### config.mk
export PLATFORM = sky130hd
export DESIGN_NAME = relay_autotune_pid_gains_core_flat
export DESIGN_NICKNAME = d
export VERILOG_FILES = /design/src/rtl/ratpg_pkg.sv /design/src/rtl/ratpg_if.sv /design/src/rtl/relay_autotune_pid_gains_core.sv /design/src/flat_wrapper.sv
export SDC_FILE = /design/constraint.sdc
export NUM_CORES = 2
export LEC_CHECK = 0
export ABC_AREA = 1
export BUFFER_PORTS_ARGS = -buffer_cell sky130_fd_sc_hd__buf_2
export CORE_ASPECT_RATIO = 2
export CORE_MARGIN = 2
export CORE_UTILIZATION = 45
export CTS_BUF_LIST = sky130_fd_sc_hd__clkbuf_8
export DETAILED_ROUTE_END_ITERATION = 7
export PLACE_DENSITY = 0.58
export SYNTH_ARGS = -nofsm -noshare
export SYNTH_HDL_FRONTEND = slang
export SYNTH_SLANG_ARGS = --single-unit
export TNS_END_PERCENT = 5
### constraint.sdc
create_clock -name clk -period 47.1 [get_ports clk]
set_clock_uncertainty 0.15 [all_clocks]
set_input_delay 4.71 -clock clk [delete_from_list [all_inputs] [get_ports clk]]
set_output_delay 4.71 -clock clk [all_outputs]
set_load 0.1 [all_outputs]
### src/rtl/ratpg_pkg.sv
// Shared types, constants and the gain microprogram of the relay autotuner.
`timescale 1ns / 1ps
`default_nettype none
package ratpg_pkg;

  localparam int GainFracBits = 16;
  localparam int ProdW = 112;
  localparam int FactW = 48;
  localparam int QuotW = 36;
  localparam int DivSteps = ProdW + GainFracBits + 1;
  localparam int CntW = $clog2(DivSteps + 1);
  localparam int NumSteps = 14;
  localparam int StepW = $clog2(NumSteps);
  localparam int TallyW = 16;

  localparam logic [FactW-1:0] PiNum = 48'd31415926;
  localparam logic [FactW-1:0] KpScale = 48'd48000000;
  localparam logic [FactW-1:0] KiScale = 48'd96000000000;
  localparam logic [FactW-1:0] KdScale = 48'd6000;

  typedef enum logic [1:0] {
    OP_SAMPLE = 2'd0,
    OP_START  = 2'd1,
    OP_STOP   = 2'd2,
    OP_NONE   = 2'd3
  } op_t;

  typedef enum logic [2:0] {
    STAT_IDLE      = 3'd0,
    STAT_RUNNING   = 3'd1,
    STAT_TIMED_OUT = 3'd2,
    STAT_DONE_OK   = 3'd3,
    STAT_DONE_FAIL = 3'd4
  } status_t;

  typedef enum logic [2:0] {
    CFG_SETPOINT   = 3'd0,
    CFG_HYSTERESIS = 3'd1,
    CFG_AMPLITUDE  = 3'd2,
    CFG_TIMEOUT    = 3'd3,
    CFG_CYCLES     = 3'd4
  } cfg_t;

  typedef enum logic [2:0] {
    FSM_IDLE,
    FSM_SETUP,
    FSM_MUL,
    FSM_DIV,
    FSM_DONE
  } fsm_t;

  typedef enum logic {KIND_MUL, KIND_DIV} kind_t;
  typedef enum logic [2:0] {A_D, A_DN, A_NUM, A_S, A_DEN} asel_t;
  typedef enum logic [2:0] {B_NS, B_NP, B_P, B_PI, B_KP, B_KI, B_KD} bsel_t;
  typedef enum logic [2:0] {D_DN, D_NUM, D_DEN, D_GP, D_GI, D_GD} dsel_t;

  typedef struct packed {
    kind_t kind;
    asel_t a_sel;
    bsel_t b_sel;
    dsel_t dest;
  } step_t;

  // kp = dn*48e6 / (S*PiNum), ki = dn*np*96e9 / (S*P*PiNum), kd = dn*P*6000 / (S*np*PiNum)
  function automatic step_t step_at(logic [StepW-1:0] idx);
    step_t s;
    s = '{KIND_MUL, A_D, B_NS, D_DN};
    unique case (idx)
      4'd0:  s = '{KIND_MUL, A_D,   B_NS, D_DN};
      4'd1:  s = '{KIND_MUL, A_DN,  B_KP, D_NUM};
      4'd2:  s = '{KIND_MUL, A_S,   B_PI, D_DEN};
      4'd3:  s = '{KIND_DIV, A_NUM, B_NS, D_GP};
      4'd4:  s = '{KIND_MUL, A_DN,  B_NP, D_NUM};
      4'd5:  s = '{KIND_MUL, A_NUM, B_KI, D_NUM};
      4'd6:  s = '{KIND_MUL, A_S,   B_P,  D_DEN};
      4'd7:  s = '{KIND_MUL, A_DEN, B_PI, D_DEN};
      4'd8:  s = '{KIND_DIV, A_NUM, B_NS, D_GI};
      4'd9:  s = '{KIND_MUL, A_DN,  B_P,  D_NUM};
      4'd10: s = '{KIND_MUL, A_NUM, B_KD, D_NUM};
      4'd11: s = '{KIND_MUL, A_S,   B_NP, D_DEN};
      4'd12: s = '{KIND_MUL, A_DEN, B_PI, D_DEN};
      4'd13: s = '{KIND_DIV, A_NUM, B_NS, D_GD};
      default: s = '{KIND_DIV, A_NUM, B_NS, D_GD};
    endcase
    return s;
  endfunction

endpackage
`default_nettype wire

### src/rtl/ratpg_if.sv
// Valid/ready channel interfaces for input events and result transactions.
`timescale 1ns / 1ps
`default_nettype none
interface ratpg_in_if;
  logic              valid;
  logic              ready;
  logic [1:0]        op;
  logic [31:0]       time_ms;
  logic signed [15:0] temperature;
  modport source (output valid, op, time_ms, temperature, input ready);
  modport sink (input valid, op, time_ms, temperature, output ready);
endinterface

interface ratpg_out_if;
  logic        valid;
  logic        ready;
  logic        relay_out;
  logic [2:0]  status;
  logic [31:0] gain_p;
  logic [31:0] gain_i;
  logic [31:0] gain_d;
  modport source (output valid, relay_out, status, gain_p, gain_i, gain_d, input ready);
  modport sink (input valid, relay_out, status, gain_p, gain_i, gain_d, output ready);
endinterface
`default_nettype wire

### src/rtl/relay_autotune_pid_gains_core.sv
// Relay-feedback autotuner top level: relay control, peak tallies and gain sequencer.
// Start, stop and ordinary samples return their result through the output register.
// A completing sample runs 11 serial multiplies and 3 divisions, each after a setup state,
// on one shared shift-add/subtract unit; the input is not ready until the sequencer is
// idle again after the result has been registered.
// Throughput: one transaction per cycle when no gains are computed and the output is not stalled.
// Reset: synchronous, clears run state, configuration and output valid.
`timescale 1ns / 1ps
`default_nettype none
module relay_autotune_pid_gains_core (
  input  wire logic        clk,
  input  wire logic        rst,
  input  wire logic        cfg_we,
  input  wire logic [2:0]  cfg_index,
  input  wire logic [31:0] cfg_data,
  ratpg_in_if.sink         in_ch,
  ratpg_out_if.source      out_ch
);

  localparam int PW = ratpg_pkg::ProdW;
  localparam int FW = ratpg_pkg::FactW;
  localparam int QW = ratpg_pkg::QuotW;
  localparam int TW = ratpg_pkg::TallyW;

  logic signed [15:0] setpoint;
  logic [14:0]        hysteresis;
  logic [15:0]        relay_amplitude;
  logic [31:0]        timeout_limit;
  logic [7:0]         cycles_needed;

  logic               active, relay_state, seen_high, seen_low;
  logic [31:0]        start_time, last_high_time;
  logic signed [15:0] high_peak_temp, low_peak_temp;
  logic [47:0]        period_total_ms;
  logic [TW-1:0]      period_tally;
  logic [32:0]        swing_total;
  logic [TW-1:0]      swing_tally;

  logic               active_next, relay_next, seen_high_next, seen_low_next;
  logic [31:0]        start_time_next, last_high_next;
  logic signed [15:0] high_peak_next, low_peak_next;
  logic [47:0]        period_total_next;
  logic [TW-1:0]      period_tally_next;
  logic [32:0]        swing_total_next;
  logic [TW-1:0]      swing_tally_next;
  logic               res_relay, go_calc;
  ratpg_pkg::status_t res_status;

  ratpg_pkg::fsm_t    state, state_next;
  logic [ratpg_pkg::StepW-1:0] step;
  logic [ratpg_pkg::CntW-1:0]  cnt;
  ratpg_pkg::step_t   cur;
  logic [31:0]        dn;
  logic [PW-1:0]      num, den, ma, acc, rem, nsh;
  logic [FW-1:0]      mb;
  logic [QW-1:0]      quo;
  logic               sat;
  logic [31:0]        gp, gi, gd;

  logic               out_valid, o_relay;
  logic [2:0]         o_status;
  logic [31:0]        o_gp, o_gi, o_gd;

  logic               accept, slot_free;
  logic signed [17:0] upper, lower, temp_x;
  logic [31:0]        elapsed, per;
  logic signed [16:0] diff;
  logic [PW-1:0]      a_val, acc_step, rem_step;
  logic [FW-1:0]      b_val;
  logic [PW:0]        r2, r2_sub;
  logic               ge, sat_step;
  logic [QW-1:0]      q_step;
  logic [QW:0]        rnd;
  logic [31:0]        gain_val;

  assign slot_free   = !out_valid || out_ch.ready;
  assign in_ch.ready = (state == ratpg_pkg::FSM_IDLE) && slot_free;
  assign accept      = in_ch.valid && in_ch.ready;

  assign out_ch.valid     = out_valid;
  assign out_ch.relay_out = o_relay;
  assign out_ch.status    = o_status;
  assign out_ch.gain_p    = o_gp;
  assign out_ch.gain_i    = o_gi;
  assign out_ch.gain_d    = o_gd;

  assign upper   = {{2{setpoint[15]}}, setpoint} + {3'b000, hysteresis};
  assign lower   = {{2{setpoint[15]}}, setpoint} - {3'b000, hysteresis};
  assign temp_x  = {{2{in_ch.temperature[15]}}, in_ch.temperature};
  assign elapsed = in_ch.time_ms - start_time;
  assign per     = in_ch.time_ms - last_high_time;
  assign diff    = {in_ch.temperature[15], in_ch.temperature}
                   - {low_peak_temp[15], low_peak_temp};

  always_comb begin
    active_next       = active;
    relay_next        = relay_state;
    seen_high_next    = seen_high;
    seen_low_next     = seen_low;
    start_time_next   = start_time;
    last_high_next    = last_high_time;
    high_peak_next    = high_peak_temp;
    low_peak_next     = low_peak_temp;
    period_total_next = period_total_ms;
    period_tally_next = period_tally;
    swing_total_next  = swing_total;
    swing_tally_next  = swing_tally;
    res_relay         = 1'b0;
    res_status        = ratpg_pkg::STAT_IDLE;
    go_calc           = 1'b0;
    unique case (ratpg_pkg::op_t'(in_ch.op))
      ratpg_pkg::OP_START: begin
        active_next       = 1'b1;
        relay_next        = 1'b1;
        start_time_next   = in_ch.time_ms;
        seen_high_next    = 1'b0;
        seen_low_next     = 1'b0;
        last_high_next    = '0;
        high_peak_next    = '0;
        low_peak_next     = '0;
        period_total_next = '0;
        period_tally_next = '0;
        swing_total_next  = '0;
        swing_tally_next  = '0;
        res_relay         = 1'b1;
        res_status        = ratpg_pkg::STAT_RUNNING;
      end
      ratpg_pkg::OP_STOP: active_next = 1'b0;
      ratpg_pkg::OP_NONE: begin
        if (active) begin
          res_relay  = relay_state;
          res_status = ratpg_pkg::STAT_RUNNING;
        end
      end
      ratpg_pkg::OP_SAMPLE: begin
        if (active) begin
          if (elapsed > timeout_limit) begin
            active_next = 1'b0;
            res_status  = ratpg_pkg::STAT_TIMED_OUT;
          end else begin
            if (relay_state && temp_x >= upper) begin
              relay_next     = 1'b0;
              high_peak_next = in_ch.temperature;
              if (seen_high && per != 32'd0 && period_tally != '1) begin
                period_total_next = period_total_ms + {16'd0, per};
                period_tally_next = period_tally + 1'b1;
              end
              last_high_next = in_ch.time_ms;
              seen_high_next = 1'b1;
              if (seen_low && diff > 17'sd0 && swing_tally != '1) begin
                swing_total_next = swing_total + {16'd0, diff};
                swing_tally_next = swing_tally + 1'b1;
              end
            end else if (!relay_state && temp_x <= lower) begin
              relay_next    = 1'b1;
              low_peak_next = in_ch.temperature;
              seen_low_next = 1'b1;
            end
            res_relay  = relay_next;
            res_status = ratpg_pkg::STAT_RUNNING;
            if (period_tally_next >= {8'd0, cycles_needed}
                && swing_tally_next >= {8'd0, cycles_needed}) begin
              active_next = 1'b0;
              if (period_tally_next == '0 || swing_tally_next == '0
                  || relay_amplitude == '0 || swing_total_next == '0
                  || period_total_next == '0) begin
                res_status = ratpg_pkg::STAT_DONE_FAIL;
              end else begin
                go_calc = 1'b1;
              end
            end
          end
        end
      end
      default: ;
    endcase
  end

  // shared shift-add / shift-subtract unit
  assign cur = ratpg_pkg::step_at(step);

  always_comb begin
    unique case (cur.a_sel)
      ratpg_pkg::A_D:   a_val = {{(PW-16){1'b0}}, relay_amplitude};
      ratpg_pkg::A_DN:  a_val = {{(PW-32){1'b0}}, dn};
      ratpg_pkg::A_NUM: a_val = num;
      ratpg_pkg::A_S:   a_val = {{(PW-33){1'b0}}, swing_total};
      ratpg_pkg::A_DEN: a_val = den;
      default:          a_val = '0;
    endcase
    unique case (cur.b_sel)
      ratpg_pkg::B_NS: b_val = {{(FW-TW){1'b0}}, swing_tally};
      ratpg_pkg::B_NP: b_val = {{(FW-TW){1'b0}}, period_tally};
      ratpg_pkg::B_P:  b_val = period_total_ms;
      ratpg_pkg::B_PI: b_val = ratpg_pkg::PiNum;
      ratpg_pkg::B_KP: b_val = ratpg_pkg::KpScale;
      ratpg_pkg::B_KI: b_val = ratpg_pkg::KiScale;
      ratpg_pkg::B_KD: b_val = ratpg_pkg::KdScale;
      default:         b_val = '0;
    endcase
  end

  assign acc_step = {acc[PW-2:0], 1'b0} + (mb[FW-1] ? ma : '0);
  assign r2       = {rem, nsh[PW-1]};
  assign r2_sub   = r2 - {1'b0, den};
  assign ge       = r2 >= {1'b0, den};
  assign rem_step = ge ? r2_sub[PW-1:0] : r2[PW-1:0];
  assign q_step   = {quo[QW-2:0], ge};
  assign sat_step = sat || quo[QW-1];
  assign rnd      = ({1'b0, q_step} + 1'b1) >> 1;
  assign gain_val = (sat_step || (|rnd[QW:32])) ? '1 : rnd[31:0];

  always_comb begin
    state_next = state;
    unique case (state)
      ratpg_pkg::FSM_IDLE:  if (accept && go_calc) state_next = ratpg_pkg::FSM_SETUP;
      ratpg_pkg::FSM_SETUP: state_next = (cur.kind == ratpg_pkg::KIND_MUL)
                                         ? ratpg_pkg::FSM_MUL : ratpg_pkg::FSM_DIV;
      ratpg_pkg::FSM_MUL:   if (cnt == ratpg_pkg::CntW'(FW - 1))
                              state_next = ratpg_pkg::FSM_SETUP;
      ratpg_pkg::FSM_DIV: begin
        if (cnt == ratpg_pkg::CntW'(ratpg_pkg::DivSteps - 1)) begin
          state_next = (step == ratpg_pkg::StepW'(ratpg_pkg::NumSteps - 1))
                       ? ratpg_pkg::FSM_DONE : ratpg_pkg::FSM_SETUP;
        end
      end
      ratpg_pkg::FSM_DONE:  if (slot_free) state_next = ratpg_pkg::FSM_IDLE;
      default:              state_next = ratpg_pkg::FSM_IDLE;
    endcase
  end

  always_ff @(posedge clk) begin
    if (rst) begin
      state <= ratpg_pkg::FSM_IDLE;
    end else begin
      state <= state_next;
    end
  end

  always_ff @(posedge clk) begin
    unique case (state)
      ratpg_pkg::FSM_IDLE: begin
        step <= '0;
      end
      ratpg_pkg::FSM_SETUP: begin
        cnt <= '0;
        ma  <= a_val;
        mb  <= b_val;
        acc <= '0;
        rem <= '0;
        nsh <= num;
        quo <= '0;
        sat <= 1'b0;
      end
      ratpg_pkg::FSM_MUL: begin
        cnt <= cnt + 1'b1;
        acc <= acc_step;
        mb  <= {mb[FW-2:0], 1'b0};
        if (cnt == ratpg_pkg::CntW'(FW - 1)) begin
          step <= step + 1'b1;
          unique case (cur.dest)
            ratpg_pkg::D_DN:  dn  <= acc_step[31:0];
            ratpg_pkg::D_NUM: num <= acc_step;
            ratpg_pkg::D_DEN: den <= acc_step;
            default: ;
          endcase
        end
      end
      ratpg_pkg::FSM_DIV: begin
        cnt <= cnt + 1'b1;
        rem <= rem_step;
        nsh <= {nsh[PW-2:0], 1'b0};
        quo <= q_step;
        sat <= sat_step;
        if (cnt == ratpg_pkg::CntW'(ratpg_pkg::DivSteps - 1)) begin
          step <= step + 1'b1;
          unique case (cur.dest)
            ratpg_pkg::D_GP: gp <= gain_val;
            ratpg_pkg::D_GI: gi <= gain_val;
            ratpg_pkg::D_GD: gd <= gain_val;
            default: ;
          endcase
        end
      end
      default: ;
    endcase
  end

  always_ff @(posedge clk) begin
    if (rst) begin
      setpoint        <= '0;
      hysteresis      <= '0;
      relay_amplitude <= '0;
      timeout_limit   <= '0;
      cycles_needed   <= '0;
      active          <= 1'b0;
      relay_state     <= 1'b0;
      seen_high       <= 1'b0;
      seen_low        <= 1'b0;
      start_time      <= '0;
      last_high_time  <= '0;
      high_peak_temp  <= '0;
      low_peak_temp   <= '0;
      period_total_ms <= '0;
      period_tally    <= '0;
      swing_total     <= '0;
      swing_tally     <= '0;
      out_valid       <= 1'b0;
    end else begin
      if (cfg_we) begin
        unique case (cfg_index)
          ratpg_pkg::CFG_SETPOINT:   setpoint        <= cfg_data[15:0];
          ratpg_pkg::CFG_HYSTERESIS: hysteresis      <= cfg_data[14:0];
          ratpg_pkg::CFG_AMPLITUDE:  relay_amplitude <= cfg_data[15:0];
          ratpg_pkg::CFG_TIMEOUT:    timeout_limit   <= cfg_data;
          ratpg_pkg::CFG_CYCLES:     cycles_needed   <= cfg_data[7:0];
          default: ;
        endcase
      end
      if (accept) begin
        active          <= active_next;
        relay_state     <= relay_next;
        seen_high       <= seen_high_next;
        seen_low        <= seen_low_next;
        start_time      <= start_time_next;
        last_high_time  <= last_high_next;
        high_peak_temp  <= high_peak_next;
        low_peak_temp   <= low_peak_next;
        period_total_ms <= period_total_next;
        period_tally    <= period_tally_next;
        swing_total     <= swing_total_next;
        swing_tally     <= swing_tally_next;
      end
      if (accept && !go_calc) begin
        out_valid <= 1'b1;
        o_relay   <= res_relay;
        o_status  <= res_status;
        o_gp      <= '0;
        o_gi      <= '0;
        o_gd      <= '0;
      end else if (state == ratpg_pkg::FSM_DONE && slot_free) begin
        out_valid <= 1'b1;
        o_relay   <= relay_state;
        o_status  <= ratpg_pkg::STAT_DONE_OK;
        o_gp      <= gp;
        o_gi      <= gi;
        o_gd      <= gd;
      end else if (out_valid && out_ch.ready) begin
        out_valid <= 1'b0;
      end
    end
  end

  a_busy_not_ready: assert property (@(posedge clk) disable iff (rst)
    state != ratpg_pkg::FSM_IDLE |-> !in_ch.ready)
    else $error("input ready while gain sequencer busy");

  a_rem_below_den: assert property (@(posedge clk) disable iff (rst)
    state == ratpg_pkg::FSM_DIV |-> rem < den)
    else $error("division remainder not below divisor");

  a_done_inactive: assert property (@(posedge clk) disable iff (rst)
    state == ratpg_pkg::FSM_DONE |-> !active)
    else $error("run still active after gain computation");

  a_calc_start: assert property (@(posedge clk) disable iff (rst)
    accept && go_calc |=> state == ratpg_pkg::FSM_SETUP && step == '0)
    else $error("gain sequencer did not start at first step");

endmodule
`default_nettype wire

### src/flat_wrapper.sv
// flat-port wrapper written by rule: the top's interface ports become plain ports
module relay_autotune_pid_gains_core_flat 
  (clk, rst, cfg_we, cfg_index, cfg_data, in_ch_valid, in_ch_op, in_ch_time_ms, in_ch_temperature, in_ch_ready, out_ch_valid, out_ch_relay_out, out_ch_status, out_ch_gain_p, out_ch_gain_i, out_ch_gain_d, out_ch_ready);
  ratpg_in_if in_ch_i ();
  ratpg_out_if out_ch_i ();
  input  wire logic clk;
  input  wire logic rst;
  input  wire logic cfg_we;
  input  wire logic [2:0] cfg_index;
  input  wire logic [31:0] cfg_data;
  input wire logic [$bits(in_ch_i.valid)-1:0] in_ch_valid;
  input wire logic [$bits(in_ch_i.op)-1:0] in_ch_op;
  input wire logic [$bits(in_ch_i.time_ms)-1:0] in_ch_time_ms;
  input wire logic [$bits(in_ch_i.temperature)-1:0] in_ch_temperature;
  output wire logic [$bits(in_ch_i.ready)-1:0] in_ch_ready;
  output wire logic [$bits(out_ch_i.valid)-1:0] out_ch_valid;
  output wire logic [$bits(out_ch_i.relay_out)-1:0] out_ch_relay_out;
  output wire logic [$bits(out_ch_i.status)-1:0] out_ch_status;
  output wire logic [$bits(out_ch_i.gain_p)-1:0] out_ch_gain_p;
  output wire logic [$bits(out_ch_i.gain_i)-1:0] out_ch_gain_i;
  output wire logic [$bits(out_ch_i.gain_d)-1:0] out_ch_gain_d;
  input wire logic [$bits(out_ch_i.ready)-1:0] out_ch_ready;
  assign in_ch_i.valid = in_ch_valid;
  assign in_ch_i.op = in_ch_op;
  assign in_ch_i.time_ms = in_ch_time_ms;
  assign in_ch_i.temperature = in_ch_temperature;
  assign in_ch_ready = in_ch_i.ready;
  assign out_ch_valid = out_ch_i.valid;
  assign out_ch_relay_out = out_ch_i.relay_out;
  assign out_ch_status = out_ch_i.status;
  assign out_ch_gain_p = out_ch_i.gain_p;
  assign out_ch_gain_i = out_ch_i.gain_i;
  assign out_ch_gain_d = out_ch_i.gain_d;
  assign out_ch_i.ready = out_ch_ready;
  relay_autotune_pid_gains_core u_core (.clk(clk), .rst(rst), .cfg_we(cfg_we), .cfg_index(cfg_index), .cfg_data(cfg_data), .in_ch(in_ch_i), .out_ch(out_ch_i));
endmodule
==> summary.txt <==
Outcome
  • Status: finished, final reports clean

Clock network
  • Clk slew on worst S/H paths: 0.06 ns
  • Post-CTS setup buffers: 0
  • Root Buffer: clkbuf_8
  • Sink Count: about 1.3k
  • Worst skew pair latency: approximately 0.97 ns
  • Clock Tree Buf Depth: 4
  • Total CTS buffers: 198
  • H-tree depth: 4
  • CTS tree: done
  • Hold buffers post-CTS: 0
  • Post-cts repair resize count: 0

STA
  • Total Neg Setup Slack: 0 ns
  • Crit path time final: between 10 and 15 ns
  • Worst slew pin tran: 1.333 ns
  • RSZ-0062 raised after global routing: no
  • Fin Hold WS: between 0.3 and 0.4 ns
  • Part of the cycle the worst path needs: about a quarter
  • Endpoints failing setup: 0
  • Normalized max-slew margin: about 10%
  • Fmax achieved: 87.08 MHz
  • Final hold vios: 0
  • Slew Limit Fails: 0

GRT
  • Largest net degree at the start of global routing: about 110
  • GRT Util Overall: about 33%
  • Overflow after GRT: 0
  • Initial antenna violation count: 12
  • First-pass GRT wire length: roughly 440000 um
  • Vias in the first global route: 71.38k

Route
  • WL met1: 87410 um
  • Vias per cell: between 5 and 6
  • Uppermost layer routed: met5
  • Total wire length: 299600 um
  • DRT iter0 DRCs: roughly 4.3k
  • DR pass1 iterations: 8
  • DRC viols: 0
  • Vias post-DR: 69.57k
  • Met2 Wirelength: approximately 170000 um
  • Wirelength per Cell: around 23 um
  • WL met3: 10530 um
  • Post-route ant nets: 0

Layout
  • Most frequent cells in the layout: 2326 x nand2_1, 1724 x inv_1, 1079 x nor2_1, 996 x edfxtp_1, 960 x a21oi_1
  • Commonest non-fill, non-tap cell in the layout: nand2_1
  • Fraction of layout cells with a size suffix above 1: 6.070%
  • Layout Nets: roughly 11k
  • Non-Filler Instances: roughly 13k
  • Non-Filler Cell Area, Final: a little under 0.09 sq mm
  • Layout area overhead: 9.290%

Setup path
  • Critical Path End Type: flip-flop
  • Crit path DAT: around 12 ns
  • Worst setup startpoint: in_ch_time_ms[0]
  • CP peak stage delay: 0.92 ns
  • Crit path max fanout: 48
  • Slowest cell on the critical path: nor2_1
  • Worst Path Required: approximately 48 ns
  • Crit Path Class: in -> reg
  • Startpoint types: input pin
  • Worst r2r src: u_core.hysteresis[0]$_SDFFE_PP0P_

Placed design
  • HPWL after DPL: 236000 um
  • Dpl cell area: ~0.084 sq mm
  • Buffers on Ports: 191
  • Dpl cells: 12.48k
  • Placer Congestion: 1.016

Synthesis
  • Post-synth EDFFs: 996
  • Yosys warns: 0
  • Net Count, Synth: 10.75k
  • Sequential fraction of the synthesis area: 44.75%
  • Prevailing post-synth register cell: edfxtp_1
  • Synth Register Bits: between 1k and 1.5k
  • Largest family of logic cells by synthesized area: simple AND/OR/NAND/NOR gates
  • Mux cell area share after synthesis: 0%
  • Simple-gate portion of the synthesized area: ~20%
  • Synthesized instance count: approximately 10k
  • Compound-Gate Fraction of Synth Area: ~14%
  • FFs w/ async S/R, synth: 0%
  • Post-synthesis cell area: 0.08017 sq mm
  • Post-synthesis xor/xnor area fraction: under 10%
  • Syn avg cell area: around 7.9 sq um
  • Post-Synth Adder-Cell Area: a little under 8%
  • Unique masters post-synth: 66

Job
  • Max-cap violations: 0

Pwr
  • Internal power: between 2 and 3 mW
  • Sw power: approximately 2.1 mW
  • Leakage: around 38 nW
  • PnR Total Power: between 4 and 5 mW
  • VDD IR max: approximately 0.044 mV
  • PwrDens: roughly 54 mW/mm^2
  • Reg power frac: 35.5%
  • Power share of the clock group: about a fifth
  • Comb pwr share: a little over two fifths
  • Sw Share: approximately 45%

Worst hold path
  • Path type of the worst min-delay path: reg -> reg
  • Hold Startpoint: u_core.start_time[25]$_SDFFE_PP0P_

Floorplan
  • Row cnt: about 220
  • Initial Util: 45.15%
  • Die height: 600.9 um
  • # IOs: between 150 and 200
  • Die ar.: about 0.18 sq mm
  • Die width: slightly above 300 um
  • Core region area: between 0.15 and 0.2 sq mm
-- power by group through the flow --
stage               clock, mW  sequential, mW  combinational [mW]
floorplan                   0            1.84                1.17
global placement            0            1.69                1.99
detailed placement          0            1.69                2.00
CTS                      1.01            1.67                2.01
global route             1.05            1.69                2.18
finish                  0.996            1.67                2.04
-- routing by layer --
metal	up-vias	GRT usage [%]
met3	997	4.098
met2	2062	64.10
met1	32620	26.23
met5	-	0
met4	2	32.52
li1	33880	-
-- metrics by stage --
| stage | utilization (%) | worst slack [ns] |
|---|---|---|
| floorplan | - | 29.49 |
| global placement | 47.07 | 34.76 |
| detailed placement | 47.07 | 34.58 |
| CTS | 49.34 | 35.61 |
| global route | 49.35 | 34.78 |
| finish | 49.35 | 35.62 |
-- path summary, 6_finish.rpt --
path | end | slack (ns) | cells after the start
worst max-delay path | u_core.low_peak_temp[12]$_SDFFE_PP0P_ | 35.62 | 34
worst min register to register | u_core.start_time[25]$_SDFFE_PP0P_ | 0.31 | 2
worst min-delay path | u_core.start_time[25]$_SDFFE_PP0P_ | 0.31 | 2
worst max register to register | u_core.out_ch.gain_p[19]$_SDFFCE_PP0P_ | 36.58 | 48
-- final cells by class --
type,instances,area (sq um)
repair buffers,259,1485
well taps,2320,2903
inverters,1700,6394
fillers,17740,89940
clock inverters,134,967.2
multi-input cells,6902,36930
clock buffers,222,3055
flip-flops and latches,1294,35880
diodes,5,12.51
-- critical path, delay by kind of cell --
| kind | cells | cell delay (ns) |
|---|---|---|
| adders and majority gates | 3 | 0.82 |
| buffers and inverters | 5 | 1.53 |
| and+or+nand+nor | 11 | 2.43 |
| AOI/OAI and AO/OA | 14 | 2.45 |
| xor gates and xnor gates | 1 | 0.17 |
-- synthesized netlist by cell type, types with 31 or more instances --
library cell	count	area share (%)
o21a_1	51	0.48
edfxtp_1	996	37
inv_1	1681	7.9
o21ai_1	54	0.34
nor2_1	1085	5.1
xnor2_1	148	1.6
clkbuf_1	211	0.99
xor2_1	207	2.3
nor3_1	93	0.58
a21oi_1	963	6.0
nand2_1	2329	11
nand4_1	129	1.0
o21ai_0	597	3.7
dfxtp_1	298	7.4
a21o_1	31	0.29
ha_1	479	7.5
nand3_1	262	1.6
buf_2	35	0.22
a31oi_1	104	0.81
o21bai_1	43	0.40
nor4_1	34	0.27
-- flip-flops by register name, summed over array words and instances (netlist names), 32 cells and up --
| signal | cells |
|---|---|
| u_core.out_ch.gain_p | 32 |
| u_core.gi | 32 |
| u_core.period_total_ms | 48 |
| u_core.acc | 111 |
| u_core.ma | 112 |
| u_core.last_high_time | 32 |
| u_core.out_ch.gain_d | 32 |
| u_core.out_ch.gain_i | 32 |
| u_core.swing_total | 33 |
| u_core.mb | 48 |
| u_core.quo | 36 |
| u_core.num | 112 |
| u_core.den | 112 |
| u_core.start_time | 32 |
| u_core.dn | 32 |
| u_core.gp | 32 |
| u_core.nsh | 112 |
| u_core.rem | 112 |
| u_core.gd | 32 |
| u_core.timeout_limit | 32 |
-- cell families (layout without fill, tap and decap cells) --
kind of cell / count (synthesis) / after routing
other: 0 / 5
adder cells (fa/ha/maj): 488 / 488
AND/OR/NAND/NOR: 4029 / 4029
flip-flops: 1294 / 1294
XOR/XNOR: 355 / 355
AO/OA/AOI/OAI: 2030 / 2030
buffers and inverters: 1975 / 2315
Power figures use the tool's default switching activity.
